### config.mk
export PLATFORM = sky130hd
export DESIGN_NAME = byte_block_sorter_top
export DESIGN_NICKNAME = d
export VERILOG_FILES = /design/src/rtl/bbs_pkg.sv /design/src/rtl/byte_block_sorter_top.sv /design/src/rtl/bbs_ram.sv
export SDC_FILE = /design/constraint.sdc
export NUM_CORES = 1
export LEC_CHECK = 0
export ABC_AREA = 1
export ABC_CLOCK_PERIOD_IN_PS = 6900
export BUFFER_PORTS_ARGS = -buffer_cell sky130_fd_sc_hd__buf_2
export CORE_ASPECT_RATIO = 1.5
export CORE_MARGIN = 2
export CORE_UTILIZATION = 60
export CTS_CLUSTER_DIAMETER = 80
export DETAILED_ROUTE_END_ITERATION = 8
export PLACE_DENSITY = 0.74
export RECOVER_POWER = 25
export SYNTH_ARGS = -nofsm -noshare
export SYNTH_HDL_FRONTEND = slang
export SYNTH_HIERARCHICAL = 1
export SYNTH_SLANG_ARGS = --single-unit
### constraint.sdc
create_clock -name clk -period 6.9 [get_ports clk]
set_input_delay 1.38 -clock clk [delete_from_list [all_inputs] [get_ports clk]]
set_output_delay 1.38 -clock clk [all_outputs]
set_load 0.05 [all_outputs]
### src/rtl/bbs_pkg.sv
// shared constants for the byte block sorter
// no dependencies; used by the top level, the ram and the checker
`default_nettype none

package bbs_pkg;

  localparam int MAX_COUNT_DEF = 16;  // default block capacity
  localparam int VALUE_W       = 8;   // width of one stored byte

endpackage

`default_nettype wire

### src/rtl/byte_block_sorter_top.sv
// byte block sorter top level: load, in-memory bubble sort and ordered output
// depends on bbs_pkg and bbs_ram
`default_nettype none

// Bytes arrive on the in_ stream and are written one per cycle into a block
// ram of MAX_COUNT entries; a request with in_tlast high closes the block.
// Bytes past capacity are dropped and every result of that block then carries
// out_tuser high. After closing, the block is sorted ascending in place by a
// bubble sort that streams through the single-read-port ram: each pass over
// entries 0..hi reads one entry a cycle, keeps the running maximum in a carry
// register and writes the smaller value back one entry behind, with hi
// falling from N-1 down to 1 for a block of N bytes (no pass for N = 1).
// The sorted bytes then leave one at a time (ram read, output load,
// handshake), waiting out any out_tready stall, the largest marked with
// out_tlast. in_tready is high only while the block is loading, so a new
// block is taken once the previous one has been fully delivered. Equal
// bytes are never exchanged, so the sort is stable.

module byte_block_sorter_top #(
  parameter int MAX_COUNT = bbs_pkg::MAX_COUNT_DEF
) (
  input  wire logic       clk,
  input  wire logic       rst_n,
  // input stream
  input  wire logic       in_tvalid,
  output logic            in_tready,
  input  wire logic [7:0] in_tdata,   // [7:0] value
  input  wire logic       in_tlast,   // last_item
  // result stream
  output logic            out_tvalid,
  input  wire logic       out_tready,
  output logic [7:0]      out_tdata,  // [7:0] sorted_value
  output logic            out_tlast,  // final_value
  output logic            out_tuser   // [0] overflowed
);

  localparam int VW = bbs_pkg::VALUE_W;
  localparam int AW = (MAX_COUNT > 1) ? $clog2(MAX_COUNT) : 1;  // ram address
  localparam int CW = AW + 1;                                   // fill count
  localparam int JW = AW + 1;                                   // pass step

  // sequencer states
  typedef enum logic [4:0] {
    S_LOAD  = 5'b00001,  // taking bytes into the block
    S_SORT  = 5'b00010,  // bubble passes over the ram
    S_ORD   = 5'b00100,  // read the next sorted entry
    S_OLD   = 5'b01000,  // load the output register
    S_OWAIT = 5'b10000   // wait for the result to be taken
  } state_t;

  state_t          state_r, state_nxt;
  logic [CW-1:0]   fill_r, fill_nxt;
  logic            ovf_r, ovf_nxt;
  logic [AW-1:0]   hi_r, hi_nxt;       // top entry of the current pass
  logic [JW-1:0]   j_r, j_nxt;         // step within the pass
  logic [VW-1:0]   carry_r, carry_nxt; // running maximum of the pass
  logic [AW-1:0]   k_r, k_nxt;         // output index
  logic            out_valid_r, out_valid_nxt;
  logic [VW-1:0]   out_data_r, out_data_nxt;
  logic            out_last_r, out_last_nxt;
  logic            out_user_r, out_user_nxt;

  // ram port
  logic            ram_we;
  logic [AW-1:0]   ram_waddr;
  logic [VW-1:0]   ram_wdata;
  logic            ram_re;
  logic [AW-1:0]   ram_raddr;
  logic [VW-1:0]   ram_rdata;

  logic            in_acc;
  logic            has_room;
  logic [CW-1:0]   count_new;
  logic [JW-1:0]   hi_ext;
  logic [JW-1:0]   j_m2;
  logic            k_is_last;

  bbs_ram #(
    .WIDTH (VW),
    .DEPTH (MAX_COUNT)
  ) u_ram (
    .clk   (clk),
    .we    (ram_we),
    .waddr (ram_waddr),
    .wdata (ram_wdata),
    .re    (ram_re),
    .raddr (ram_raddr),
    .rdata (ram_rdata)
  );

  assign in_tready = (state_r == S_LOAD);
  assign in_acc    = in_tvalid && in_tready;
  assign has_room  = (fill_r < CW'(MAX_COUNT));
  // block size once the current request has been stored or dropped
  assign count_new = has_room ? (fill_r + 1'b1) : fill_r;
  assign hi_ext    = {1'b0, hi_r};
  assign j_m2      = j_r - JW'(2);
  assign k_is_last = (({1'b0, k_r} + 1'b1) == fill_r);

  always_comb begin
    state_nxt     = state_r;
    fill_nxt      = fill_r;
    ovf_nxt       = ovf_r;
    hi_nxt        = hi_r;
    j_nxt         = j_r;
    carry_nxt     = carry_r;
    k_nxt         = k_r;
    out_valid_nxt = out_valid_r;
    out_data_nxt  = out_data_r;
    out_last_nxt  = out_last_r;
    out_user_nxt  = out_user_r;
    ram_we        = 1'b0;
    ram_waddr     = fill_r[AW-1:0];
    ram_wdata     = in_tdata;
    ram_re        = 1'b0;
    ram_raddr     = '0;

    case (state_r)
      S_LOAD: begin
        if (in_acc) begin
          if (has_room) begin
            ram_we = 1'b1;
          end else begin
            ovf_nxt = 1'b1;
          end
          fill_nxt = count_new;
          if (in_tlast) begin
            j_nxt = '0;
            k_nxt = '0;
            hi_nxt = AW'(count_new - 1'b1);
            // a single byte needs no sorting
            state_nxt = (count_new == CW'(1)) ? S_ORD : S_SORT;
          end
        end
      end

      S_SORT: begin
        j_nxt = j_r + 1'b1;
        if (j_r == '0) begin
          ram_re    = 1'b1;
          ram_raddr = '0;
        end else if (j_r == JW'(1)) begin
          carry_nxt = ram_rdata;
          ram_re    = 1'b1;
          ram_raddr = AW'(1);
        end else if (j_r <= hi_ext + 1'b1) begin
          // entry j-1 is in; the smaller one goes back one slot behind
          ram_we    = 1'b1;
          ram_waddr = j_m2[AW-1:0];
          if (carry_r > ram_rdata) begin
            ram_wdata = ram_rdata;
          end else begin
            ram_wdata = carry_r;
            carry_nxt = ram_rdata;
          end
          if (j_r <= hi_ext) begin
            ram_re    = 1'b1;
            ram_raddr = j_r[AW-1:0];
          end
        end else begin
          // pass ends: the maximum settles at the top entry
          ram_we    = 1'b1;
          ram_waddr = hi_r;
          ram_wdata = carry_r;
          j_nxt     = '0;
          if (hi_r == AW'(1)) begin
            state_nxt = S_ORD;
          end else begin
            hi_nxt = hi_r - 1'b1;
          end
        end
      end

      S_ORD: begin
        ram_re    = 1'b1;
        ram_raddr = k_r;
        state_nxt = S_OLD;
      end

      S_OLD: begin
        out_valid_nxt = 1'b1;
        out_data_nxt  = ram_rdata;
        out_last_nxt  = k_is_last;
        out_user_nxt  = ovf_r;
        state_nxt     = S_OWAIT;
      end

      S_OWAIT: begin
        if (out_tready) begin
          out_valid_nxt = 1'b0;
          if (out_last_r) begin
            fill_nxt  = '0;
            ovf_nxt   = 1'b0;
            state_nxt = S_LOAD;
          end else begin
            k_nxt     = k_r + 1'b1;
            state_nxt = S_ORD;
          end
        end
      end

      default: begin
        state_nxt = S_LOAD;
      end
    endcase
  end

  always_ff @(posedge clk) begin
    if (!rst_n) begin
      state_r     <= S_LOAD;
      fill_r      <= '0;
      ovf_r       <= 1'b0;
      out_valid_r <= 1'b0;
    end else begin
      state_r     <= state_nxt;
      fill_r      <= fill_nxt;
      ovf_r       <= ovf_nxt;
      out_valid_r <= out_valid_nxt;
    end
  end

  // datapath registers, no reset needed
  always_ff @(posedge clk) begin
    hi_r       <= hi_nxt;
    j_r        <= j_nxt;
    carry_r    <= carry_nxt;
    k_r        <= k_nxt;
    out_data_r <= out_data_nxt;
    out_last_r <= out_last_nxt;
    out_user_r <= out_user_nxt;
  end

  assign out_tvalid = out_valid_r;
  assign out_tdata  = out_data_r;
  assign out_tlast  = out_last_r;
  assign out_tuser  = out_user_r;

endmodule

`default_nettype wire

### src/rtl/bbs_ram.sv
// generic single-write, single-read ram with a registered read port
// depends on bbs_pkg for its default width and depth
`default_nettype none

module bbs_ram #(
  parameter int WIDTH = bbs_pkg::VALUE_W,
  parameter int DEPTH = bbs_pkg::MAX_COUNT_DEF,
  localparam int AW   = (DEPTH > 1) ? $clog2(DEPTH) : 1
) (
  input  wire logic             clk,
  input  wire logic             we,
  input  wire logic [AW-1:0]    waddr,
  input  wire logic [WIDTH-1:0] wdata,
  input  wire logic             re,
  input  wire logic [AW-1:0]    raddr,
  output logic      [WIDTH-1:0] rdata
);

  logic [WIDTH-1:0] mem [DEPTH];
  logic [WIDTH-1:0] rdata_r;

  always_ff @(posedge clk) begin
    if (we) begin
      mem[waddr] <= wdata;
    end
    if (re) begin
      rdata_r <= mem[raddr];
    end
  end

  assign rdata = rdata_r;

endmodule

`default_nettype wire

==> results of run 1 <==
## registers in the layout (all words and copies together) (netlist names)
register     flops
out_tuser        1
u_ram/rdata      8
ovf_r            1
state_r          5
k_r              4
out_tdata        8
u_ram/mem      128
out_tlast        1
out_tvalid       1
carry_r          8
hi_r             4
j_r              5
fill_r           5
## worst min path at each step
stage | slack (ns) | start | depth (start not counted) | end
final | 0.46 | ovf_r | 0 | out_tuser
after floorplan | 0.41 | ovf_r | 0 | out_tuser
after global routing | 0.46 | ovf_r | 0 | out_tuser
after global placement | 0.43 | ovf_r | 0 | out_tuser
after CTS | 0.46 | ovf_r | 0 | out_tuser
after detailed placement | 0.44 | ovf_r | 0 | out_tuser
## synthesized netlist by cell type, drive strengths merged
master / instances / area, sq um
nor2: 63 / 300.3
a31oi: 1 / 6.260
a21o: 2 / 15.01
xor2: 12 / 105.1
o22ai: 1 / 6.260
o21ai: 23 / 126.4
nand3: 138 / 710.7
nor3: 1 / 10.01
dfxtp: 12 / 240.2
a211oi: 1 / 7.510
o21a: 1 / 7.510
and3: 2 / 12.51
nand4: 15 / 100.1
clkbuf: 3 / 12.51
edfxtp: 167 / 5015
inv: 171 / 641.9
a21oi: 19 / 95.09
ha: 29 / 362.9
or2: 1 / 6.260
nand2: 277 / 1065
xnor2: 2 / 17.52
buf: 29 / 214.0
## kinds of logic after synthesis
family,Yosys count
adder cells (fa/ha/maj),29
AO/OA/AOI/OAI,48
XOR/XNOR,14
buffers and inverters,203
AND/OR/NAND/NOR,497
flip-flops,179
## worst max-delay path: cells and delay by family, from the launching register on
kind	cells	cell delay (ns)
AND/OR/NAND/NOR	14	1.79
buffers and inverters	4	1.37
adder cells (fa/ha/maj)	2	0.57
flip-flops	1	0.45
## routing by layer
layer | global-route usage [%] | vias to the layer above
li1 | - | 3177
met3 | 4.804 | 61
met4 | 14.67 | 0
met2 | 49.67 | 193
met5 | 0 | -
met1 | 30.24 | 3118
## per-stage QoR
| step | total power, uW | hold WS [ns] | setup WS, ns | instances |
|---|---|---|---|---|
| after detailed placement | 2418 | 0.4390 | 2.454 | 1164 |
| after floorplan | 2196 | 0.4090 | 3.959 | 970 |
| after global routing | 3565 | 0.4622 | 1.935 | 1196 |
| after CTS | 3403 | 0.4565 | 2.423 | 1196 |
| final | 3372 | 0.4551 | 2.423 | 1196 |
| after global placement | 2402 | 0.4264 | 2.539 | 1164 |
## power groups by stage
stage	Clock, uW	Sequential (uW)	Combinational [uW]
floorplan	0	1440	759
global placement	0	1470	930
detailed placement	0	1470	944
CTS	1000	1450	949
global route	1040	1460	1060
finish	992	1450	934
## area by class of cell
| class | instances | share of cell area [%] |
|---|---|---|
| flip-flops and latches | 179 | 53.74 |
| multi-input cells | 588 | 29.71 |
| clock buffers | 19 | 4.427 |
| inverters | 171 | 6.564 |
| well taps | 199 | 2.546 |
| repair buffers | 27 | 1.254 |
| clock inverters | 13 | 1.753 |
==> flow_summary.json, run 1 <==
{
  "core_area_sq_mm": 0.01493,
  "routed_wl_um": 21130,
  "cap_violations": 0,
  "endpoint": "u_ram/rdata[0]",
  "wire_per_inst_um": 17.66,
  "cts-htree-levels": 4,
  "hold_path_class": "reg2reg",
  "rsz0062_at_grt": "false",
  "seq_area_sq_mm": 0.005255,
  "layout_common_cells": "269 x nand2_1, 167 x edfxtp_1, 165 x inv_1",
  "initial_core_util_pct": 60.79,
  "final_common_cell": "nand2_1",
  "switching_share_pct": 34.32,
  "grt_pass1_vias": 6469,
  "wl_met3_um": 888,
  "startpoint_type": "flip-flop",
  "clockBufferDepth": 2,
  "hpwl_um": 14410,
  "num_rows": 55,
  "max_freq_mhz": 223.4,
  "n_antenna_cell": 0,
  "synth_compound_area_share_pct": 2.908,
  "synth_top_family_by_area": "simple AND/OR/NAND/NOR gates",
  "finalCoreUtilization_pct": 65.48,
  "cp_common_cell": "nand2_1",
  "synthSimpleGateAreaFrac_pct": 24.29,
  "clkSinkCount": 179,
  "syn_area_sq_mm": 0.009077,
  "end_kind": "flip-flop",
  "syn-num-nets": 1012,
  "crit_fanout": 65,
  "vdd_drop_max_v": 0.0002920,
  "fin_tns_setup_ns": 0,
  "slew_headroom_pct": 26.65,
  "fin_nets": 1026,
  "synth.avg_cell_area_sq_um": 9.358,
  "pwr-share-comb_pct": 27.7,
  "r2r_start": "hi_r[0]",
  "worst_path_max_delay_cell": "inv_2",
  "arrival_ns": 4.65,
  "synth-xor-area-share_pct": 1.351,
  "grt_max_degree": 66,
  "dieArea_sq_mm": 0.01615,
  "ys_ff_latch": 179,
  "clk_latency_ns": 0.43,
  "tritoncts": "built",
  "fin_crit_sh_pct": 64.88,
  "die_w_um": 104.4,
  "drt-met1-wl_um": 7958,
  "clk_pin_slew_ns": 0.07,
  "period_needed_ns": 4.477,
  "p_leak_uw": 0.004301,
  "final_area_sq_mm": 0.009778,
  "grt_pass1_wl_um": 33130,
  "placedInstanceArea_sq_mm": 0.009245,
  "grt_antenna_before_repair": 0,
  "setup_violations": 0,
  "synthCells": 970,
  "drtIter0Drc": 398,
  "rrSetupSlack_ns": 2.42,
  "worstMarginPinSlew_ns": 1.100,
  "num_vias": 6549,
  "postRouteAntennaNets": 0,
  "post-route-drc-count": 0,
  "multiInputGateArea_sq_mm": 0.002905,
  "cts-root-buf": "clkbuf_16",
  "worstPathCellList": "inv_1 > ha_1 > inv_1 > ha_1 > nand2_1 > nor2_1 > nand2_1 > nand3_1 > nand2_1 > nand3_1 > nand2_1 > nand2_1 > nand2_2 > buf_4 > inv_2 > nand2_1 > nand3_1 > nand3_1 > nand3_1 > nand2_1",
  "synth_mux_area_share_pct": 0,
  "finalHoldViolCount": 0,
  "top_layer": "met4",
  "wl_met2_um": 11310,
  "clkPwrFrac_pct": 29.4,
  "sequentialPowerShare_pct": 42.9,
  "powerDensity_mw_per_mm2": 344.8,
  "fin_skew_ns": 0.01025,
  "yosys_warnings": 6,
  "p_int_uw": 2215,
  "drive_above_1_share_pct": 7.121,
  "ys_seq_area_share_pct": 57.89,
  "path_class": "reg2reg",
  "synth_cell_types": 35,
  "ff2ff_path_depth": 20,
  "cts_buffers": 17,
  "slowest_delay_ns": 0.88,
  "post-cts-setup-buffers": 0,
  "gp_congestion": 0.9576,
  "vias_per_cell": 5.476,
  "io_pins": 25,
  "numPortBuffers": 24,
  "grt_use_total_pct": 27.33,
  "r2r-end": "u_ram/rdata[0]",
  "gr-total-overflow": 0,
  "crit_required_ns": 7.08,
  "cts_hold_buf": 0,
  "ctsResizeCount": 0,
  "dr.pass1.iters": 5,
  "status": "finished, final reports clean",
  "p_switching_uw": 1157,
  "area_delta_synth_final_pct": 7.719,
  "synth-adder-area-share_pct": 3.997,
  "die_h_um": 154.6,
  "slew_viol_final": 0,
  "crit_start": "hi_r[0]",
  "final.fill_count": 1253
}
Power figures use the tool's default switching activity.
==> run 2: changes to the inputs <==
--- a/config.mk
+++ b/config.mk
@@ -5,8 +5,8 @@
 export SDC_FILE = /design/constraint.sdc
 export NUM_CORES = 1
 export LEC_CHECK = 0
-export ABC_AREA = 1
-export ABC_CLOCK_PERIOD_IN_PS = 6900
+export ABC_AREA = 0
+export ABC_CLOCK_PERIOD_IN_PS = 4150
 export BUFFER_PORTS_ARGS = -buffer_cell sky130_fd_sc_hd__buf_2
 export CORE_ASPECT_RATIO = 1.5
 export CORE_MARGIN = 2
==> constraint.sdc (replaced) <==
create_clock -name clk -period 4.15 [get_ports clk]
set_input_delay 0.83 -clock clk [delete_from_list [all_inputs] [get_ports clk]]
set_output_delay 0.83 -clock clk [all_outputs]
set_load 0.05 [all_outputs]
==> flow_summary.json, run 2 <==
{
  "status": "finished with violations",
  "violations": "capacitance limit, slew limit",
  "initial_core_util_pct": 61.48,
  "cts-htree-levels": 4,
  "vdd_drop_max_v": 0.0003341,
  "path_class": "reg2reg",
  "dieArea_sq_mm": 0.01478,
  "rsz0062_at_grt": "false",
  "top_register": "u_ram/mem",
  "drive_above_1_share_pct": 16.59,
  "crit_required_ns": 4.33,
  "yosys_warnings": 6,
  "clkSinkCount": 179,
  "num_vias": 4962,
  "yosys.area.top_type": "edfxtp_1",
  "grt_use_total_pct": 26.06,
  "crit_fanout": 22,
  "largest_reg_flops": 128,
  "final.fill_count": 905,
  "synth.avg_cell_area_sq_um": 14.92,
  "slew_viol_final": 14,
  "synth.most_common_cell": "edfxtp_1",
  "top_layer": "met4",
  "worst_slack_ns": 0.2203,
  "wl_met3_um": 725,
  "end_kind": "flip-flop",
  "n_antenna_cell": 0,
  "synthArstFlopShare_pct": 0,
  "wl_met2_um": 9796,
  "grt_pass1_vias": 5083,
  "wire_per_inst_um": 23.32,
  "core_area_sq_mm": 0.01347,
  "synth_ff_type": "edfxtp_1",
  "postRouteAntennaNets": 0,
  "die_w_um": 99.92,
  "post-cts-setup-buffers": 0,
  "placedInstanceArea_sq_mm": 0.008676,
  "syn_area_sq_mm": 0.008280,
  "drt-met1-wl_um": 6657,
  "cap_violations": 1,
  "powerDensity_mw_per_mm2": 555.8,
  "die_h_um": 147.9,
  "dp_slack_ns": 0.04155,
  "area_delta_synth_final_pct": 11.18,
  "cts-root-buf": "clkbuf_16",
  "holdWs_ns": 0.4433,
  "io_pins": 25,
  "grt_max_degree": 33,
  "fin_crit_sh_pct": 94.69,
  "slew_headroom_pct": -11.47,
  "fin_nets": 644,
  "tritoncts": "built",
  "hpwl_um": 12610,
  "dr.pass1.iters": 5,
  "netlist_top_cells_area": "edfxtp_1 61%, mux4_2 4.9%, mux4_1 4.4%",
  "gr-total-overflow": 0,
  "ys_top_cells_by_count": "167 x edfxtp_1, 44 x nor2_1, 42 x nand2_1",
  "num_rows": 52,
  "yosysTopAreaCellShare_pct": 60.56,
  "worstMarginPinSlew_ns": 1.668,
  "final_common_cell": "edfxtp_1",
  "final_area_sq_mm": 0.009206,
  "max_freq_mhz": 254.5,
  "cts_buffers": 17,
  "syn-num-nets": 597,
  "clockBufferDepth": 2,
  "grt_pass1_wl_um": 27990,
  "fin_tns_setup_ns": 0,
  "seq_area_sq_mm": 0.005255,
  "grt_antenna_before_repair": 0,
  "period_needed_ns": 3.930,
  "drtIter0Drc": 313,
  "hold_path_class": "reg2reg",
  "numPortBuffers": 24,
  "ys_seq_area_share_pct": 63.46,
  "fin_skew_ns": 0.01029,
  "finalHoldViolCount": 0,
  "synth_enable_flop_cells": 167,
  "gp_congestion": 0.8783,
  "routed_wl_um": 18120,
  "vias_per_cell": 6.386,
  "setup_violations": 0,
  "arrival_ns": 4.11,
  "startpoint_type": "flip-flop",
  "layout_common_cells": "167 x edfxtp_1, 42 x nor2_1, 42 x nand2_1",
  "post-route-drc-count": 0,
  "p_total_uw": 5117,
  "clk_pin_slew_ns": 0.08,
  "synthCells": 555,
  "clk_latency_ns": 0.43,
  "ys_ff_latch": 179,
  "synth_cell_types": 64,
  "p_leak_uw": 0.003185,
  "multiInputGateArea_sq_mm": 0.002746
}
## run 2: cell count changes after synthesis, moves of 11 or more
cell / delta
mux4_2: +18
nand3_1: -121
nand2_1: -227
o211ai_1: +11
mux4_1: +14
a22oi_1: +17
inv_1: -142
buf_2: -11
## run 2: critical path, stage by stage (launching register included)
cell	delay, ns
edfxtp_1	0.52
ha_1	0.29
xnor2_1	0.14
ha_1	0.31
nand4_1	0.13
or2_1	0.32
a22oi_1	0.28
nand3_1	0.14
o311ai_2	0.25
buf_12	0.29
mux4_1	0.63
a22oi_1	0.27
nand2_1	0.11
## run 2: final timing paths
path	startpoint	end	slack, ns	cells past startpoint
worst max-delay path	hi_r[0]	u_ram/rdata[2]	0.22	12
worst min-delay path	ovf_r	out_tuser	0.44	0
worst min register to register	ovf_r	out_tuser	0.44	0
worst max register to register	hi_r[0]	u_ram/rdata[2]	0.22	12
## run 2: final cells by class
| class | instances | area share (%) |
|---|---|---|
| Multi-Input combinational cell | 329 | 29.83 |
| Timing Repair Buffer | 52 | 3.602 |
| Tap cell | 162 | 2.202 |
| Inverter | 23 | 0.9378 |
| Clock inverter | 15 | 1.726 |
| Clock buffer | 17 | 4.621 |
| Sequential cell | 179 | 57.08 |
## run 2: power breakdown
group	internal (uW)	switching, uW	total [uW]
combinational	444	773	1220
sequential	2200	135	2340
clock	807	756	1560
total	3450	1660	5120
## run 2: repair_timing
| item | CTS | global route |
|---|---|---|
| hold buffers | 0 | 0 |
| endpoints found under the setup margin | 0 | 32 |
| endpoints found under the hold margin | 0 | 0 |
| gates resized for setup | 0 | 4 |
## run 2: logic make-up (layout without fill, tap and decap cells)
group / Yosys count / after routing / synth area share [%]
AO/OA/AOI/OAI: 99 / 99 / 8.673
XOR/XNOR: 19 / 19 / 2.010
adder cells (fa/ha/maj): 29 / 29 / 4.382
buffers and inverters: 47 / 107 / 3.158
flip-flops: 179 / 179 / 63.46
multiplexers: 34 / 34 / 9.595
AND/OR/NAND/NOR: 148 / 148 / 8.719
## run 2: stage by stage
| stage | utilization [%] | instances |
|---|---|---|
| final | 68.36 | 777 |
| after global placement | 64.42 | 745 |
| after detailed placement | 64.42 | 745 |
| after CTS | 68.76 | 777 |
| after floorplan | - | 555 |
| after global routing | 68.36 | 777 |
## run 2: routing by layer
metal / global-route usage, % / up-vias
met5: 0 / -
met4: 14.38 / 0
met3: 5.106 / 56
met2: 45.98 / 166
met1: 29.38 / 2469
li1: - / 2271
==> run 3: changes to the inputs <==
--- a/config.mk
+++ b/config.mk
@@ -15,6 +15,7 @@
 export DETAILED_ROUTE_END_ITERATION = 8
 export PLACE_DENSITY = 0.74
 export RECOVER_POWER = 25
+export REMOVE_ABC_BUFFERS = 1
 export SYNTH_ARGS = -nofsm -noshare
 export SYNTH_HDL_FRONTEND = slang
 export SYNTH_HIERARCHICAL = 1
==> flow_summary.json, run 3 (same netlist as run 2, synthesis figures left out) <==
{
  "layout_common_cells": "167 x edfxtp_1, 44 x nor2_1, 42 x nand2_1",
  "period_needed_ns": 3.976,
  "cap_violations": 1,
  "grt_use_total_pct": 25.27,
  "clk_latency_ns": 0.43,
  "sequentialPowerShare_pct": 45.9,
  "dr.pass1.iters": 5,
  "r2r-end": "u_ram/rdata[4]",
  "clkSinkCount": 179,
  "switching_share_pct": 32.42,
  "drtIter0Drc": 422,
  "top_register": "u_ram/mem",
  "violations": "capacitance limit, slew limit",
  "fin_skew_ns": 0.01030,
  "gp_congestion": 0.9660,
  "tritoncts": "built",
  "arrival_ns": 4.15,
  "num_rows": 52,
  "rsz0062_at_grt": "false",
  "dpl.cell_count": 745,
  "grt_max_degree": 33,
  "min_from": "ovf_r",
  "grt_pass1_wl_um": 27320,
  "dieArea_sq_mm": 0.01478,
  "clk_pin_slew_ns": 0.07,
  "final_common_cell": "edfxtp_1",
  "p_switching_uw": 1659,
  "die_h_um": 147.9,
  "max_freq_mhz": 251.5,
  "hpwl_um": 12420,
  "ff2ff_path_depth": 12,
  "n_antenna_cell": 0,
  "clkPwrFrac_pct": 30.4,
  "crit_required_ns": 4.33,
  "cts-root-buf": "clkbuf_16",
  "vias_per_cell": 6.287,
  "grt_antenna_before_repair": 0,
  "gr-total-overflow": 0,
  "num_vias": 4885,
  "clockBufferDepth": 2,
  "startpoint_type": "flip-flop",
  "cts-htree-levels": 4,
  "initial_core_util_pct": 61.48,
  "r2r_start": "hi_r[0]",
  "crit_fanout": 16,
  "fin_nets": 644,
  "postRouteAntennaNets": 0,
  "end_kind": "flip-flop",
  "core_area_sq_mm": 0.01347,
  "post-cts-setup-buffers": 0,
  "powerDensity_mw_per_mm2": 555.5,
  "pwr-share-comb_pct": 23.7,
  "routed_wl_um": 17530,
  "area_delta_synth_final_pct": 11.23,
  "io_pins": 25,
  "post-route-drc-count": 0,
  "cts_hold_buf": 0,
  "slew_headroom_pct": -22.02,
  "setup_violations": 0,
  "vdd_drop_max_v": 0.0004049,
  "drive_above_1_share_pct": 16.42,
  "finalCoreUtilization_pct": 68.39,
  "rrSetupSlack_ns": 0.17,
  "whs_path_depth": 0,
  "finalHoldViolCount": 0,
  "path_class": "reg2reg",
  "wire_per_inst_um": 22.56,
  "fin_cells": 777,
  "slew_viol_final": 14,
  "grt_pass1_vias": 5013,
  "hold_path_class": "reg2reg",
  "fin_crit_sh_pct": 95.81,
  "p_leak_uw": 0.003208,
  "status": "finished with violations",
  "largest_reg_flops": 128,
  "p_int_uw": 3458,
  "die_w_um": 99.92,
  "cts_buffers": 17,
  "numPortBuffers": 24,
  "worstMarginPinSlew_ns": 1.826,
  "min_to": "out_tuser"
}
run 3: cell types whose count changed in the layout (fill, tap and decap cells not counted), sizes merged:
cell,before,now
clkinvlp,1,0
inv,31,32
run 3: final cells by class:
cell class | count | area [sq um]
sequential | 179 | 5255
fill | 880 | 4258
multi-input combinational | 329 | 2756
clock buffer | 17 | 425.4
timing repair buffer | 52 | 327.8
tap | 162 | 202.7
clock inverter | 15 | 156.4
inverter | 23 | 86.33
run 3: routing by layer:
metal | routed length [um] | GRT usage (%) | vias to the layer above | part of all wire (%)
met5 | 0 | 0 | - | 0
met4 | 842 | 13.77 | 0 | 4.8
met3 | 847 | 6.619 | 51 | 4.8
met2 | 9367 | 43.11 | 153 | 53
met1 | 6472 | 28.84 | 2421 | 37
li1 | - | - | 2260 | -
run 3: worst max-delay path, stage by stage (launching register included):
cell      delay [ns]
edfxtp_1        0.51
ha_1            0.29
xnor2_1         0.14
ha_1            0.31
nand4_1         0.14
or2_1           0.33
a22oi_1         0.30
nand3_1         0.18
o311ai_4        0.27
buf_8           0.29
mux4_2          0.53
a22oi_1         0.34
nand2_1         0.09
run 3: power groups by stage:
stage                     Clock (uW)  Sequential (uW)  Combinational, uW
after global routing            1650             2360               1330
after CTS                       1580             2340               1220
after floorplan                    0             2330                864
after global placement             0             2370               1180
final                           1560             2350               1210
after detailed placement           0             2380               1220
run 3: worst max path at each step:
stage                     from        endpoint  slack [ns]  cells past startpoint
global route           hi_r[0]  u_ram/rdata[4]        0.02                     12
floorplan           state_r[2]  u_ram/rdata[0]       -3.83                      6
detailed placement     hi_r[0]  u_ram/rdata[7]       -0.03                     12
CTS                    hi_r[0]  u_ram/rdata[7]        0.07                     12
finish                 hi_r[0]  u_ram/rdata[4]        0.17                     12
global placement       hi_r[0]  u_ram/rdata[7]        0.08                     12
run 3: metrics by stage:
step | setup WS (ns) | TNS, ns | hold slack [ns] | total power (uW) | instance area (sq um)
after floorplan | -3.829 | -30.46 | 0.4090 | 3198 | 8105
after global placement | 0.08258 | 0 | 0.4159 | 3555 | 8663
after detailed placement | -0.03242 | -0.04992 | 0.4321 | 3602 | 8663
after CTS | 0.06704 | 0 | 0.4506 | 5148 | 9249
after global routing | 0.01920 | 0 | 0.4590 | 5345 | 9210
final | 0.1740 | 0 | 0.4460 | 5117 | 9210
run 3: repair_timing:
item | CTS | global route
endpoints found under the hold margin | 0 | 0
endpoints found under the setup margin | 2 | 7
resized for setup | 1 | 4
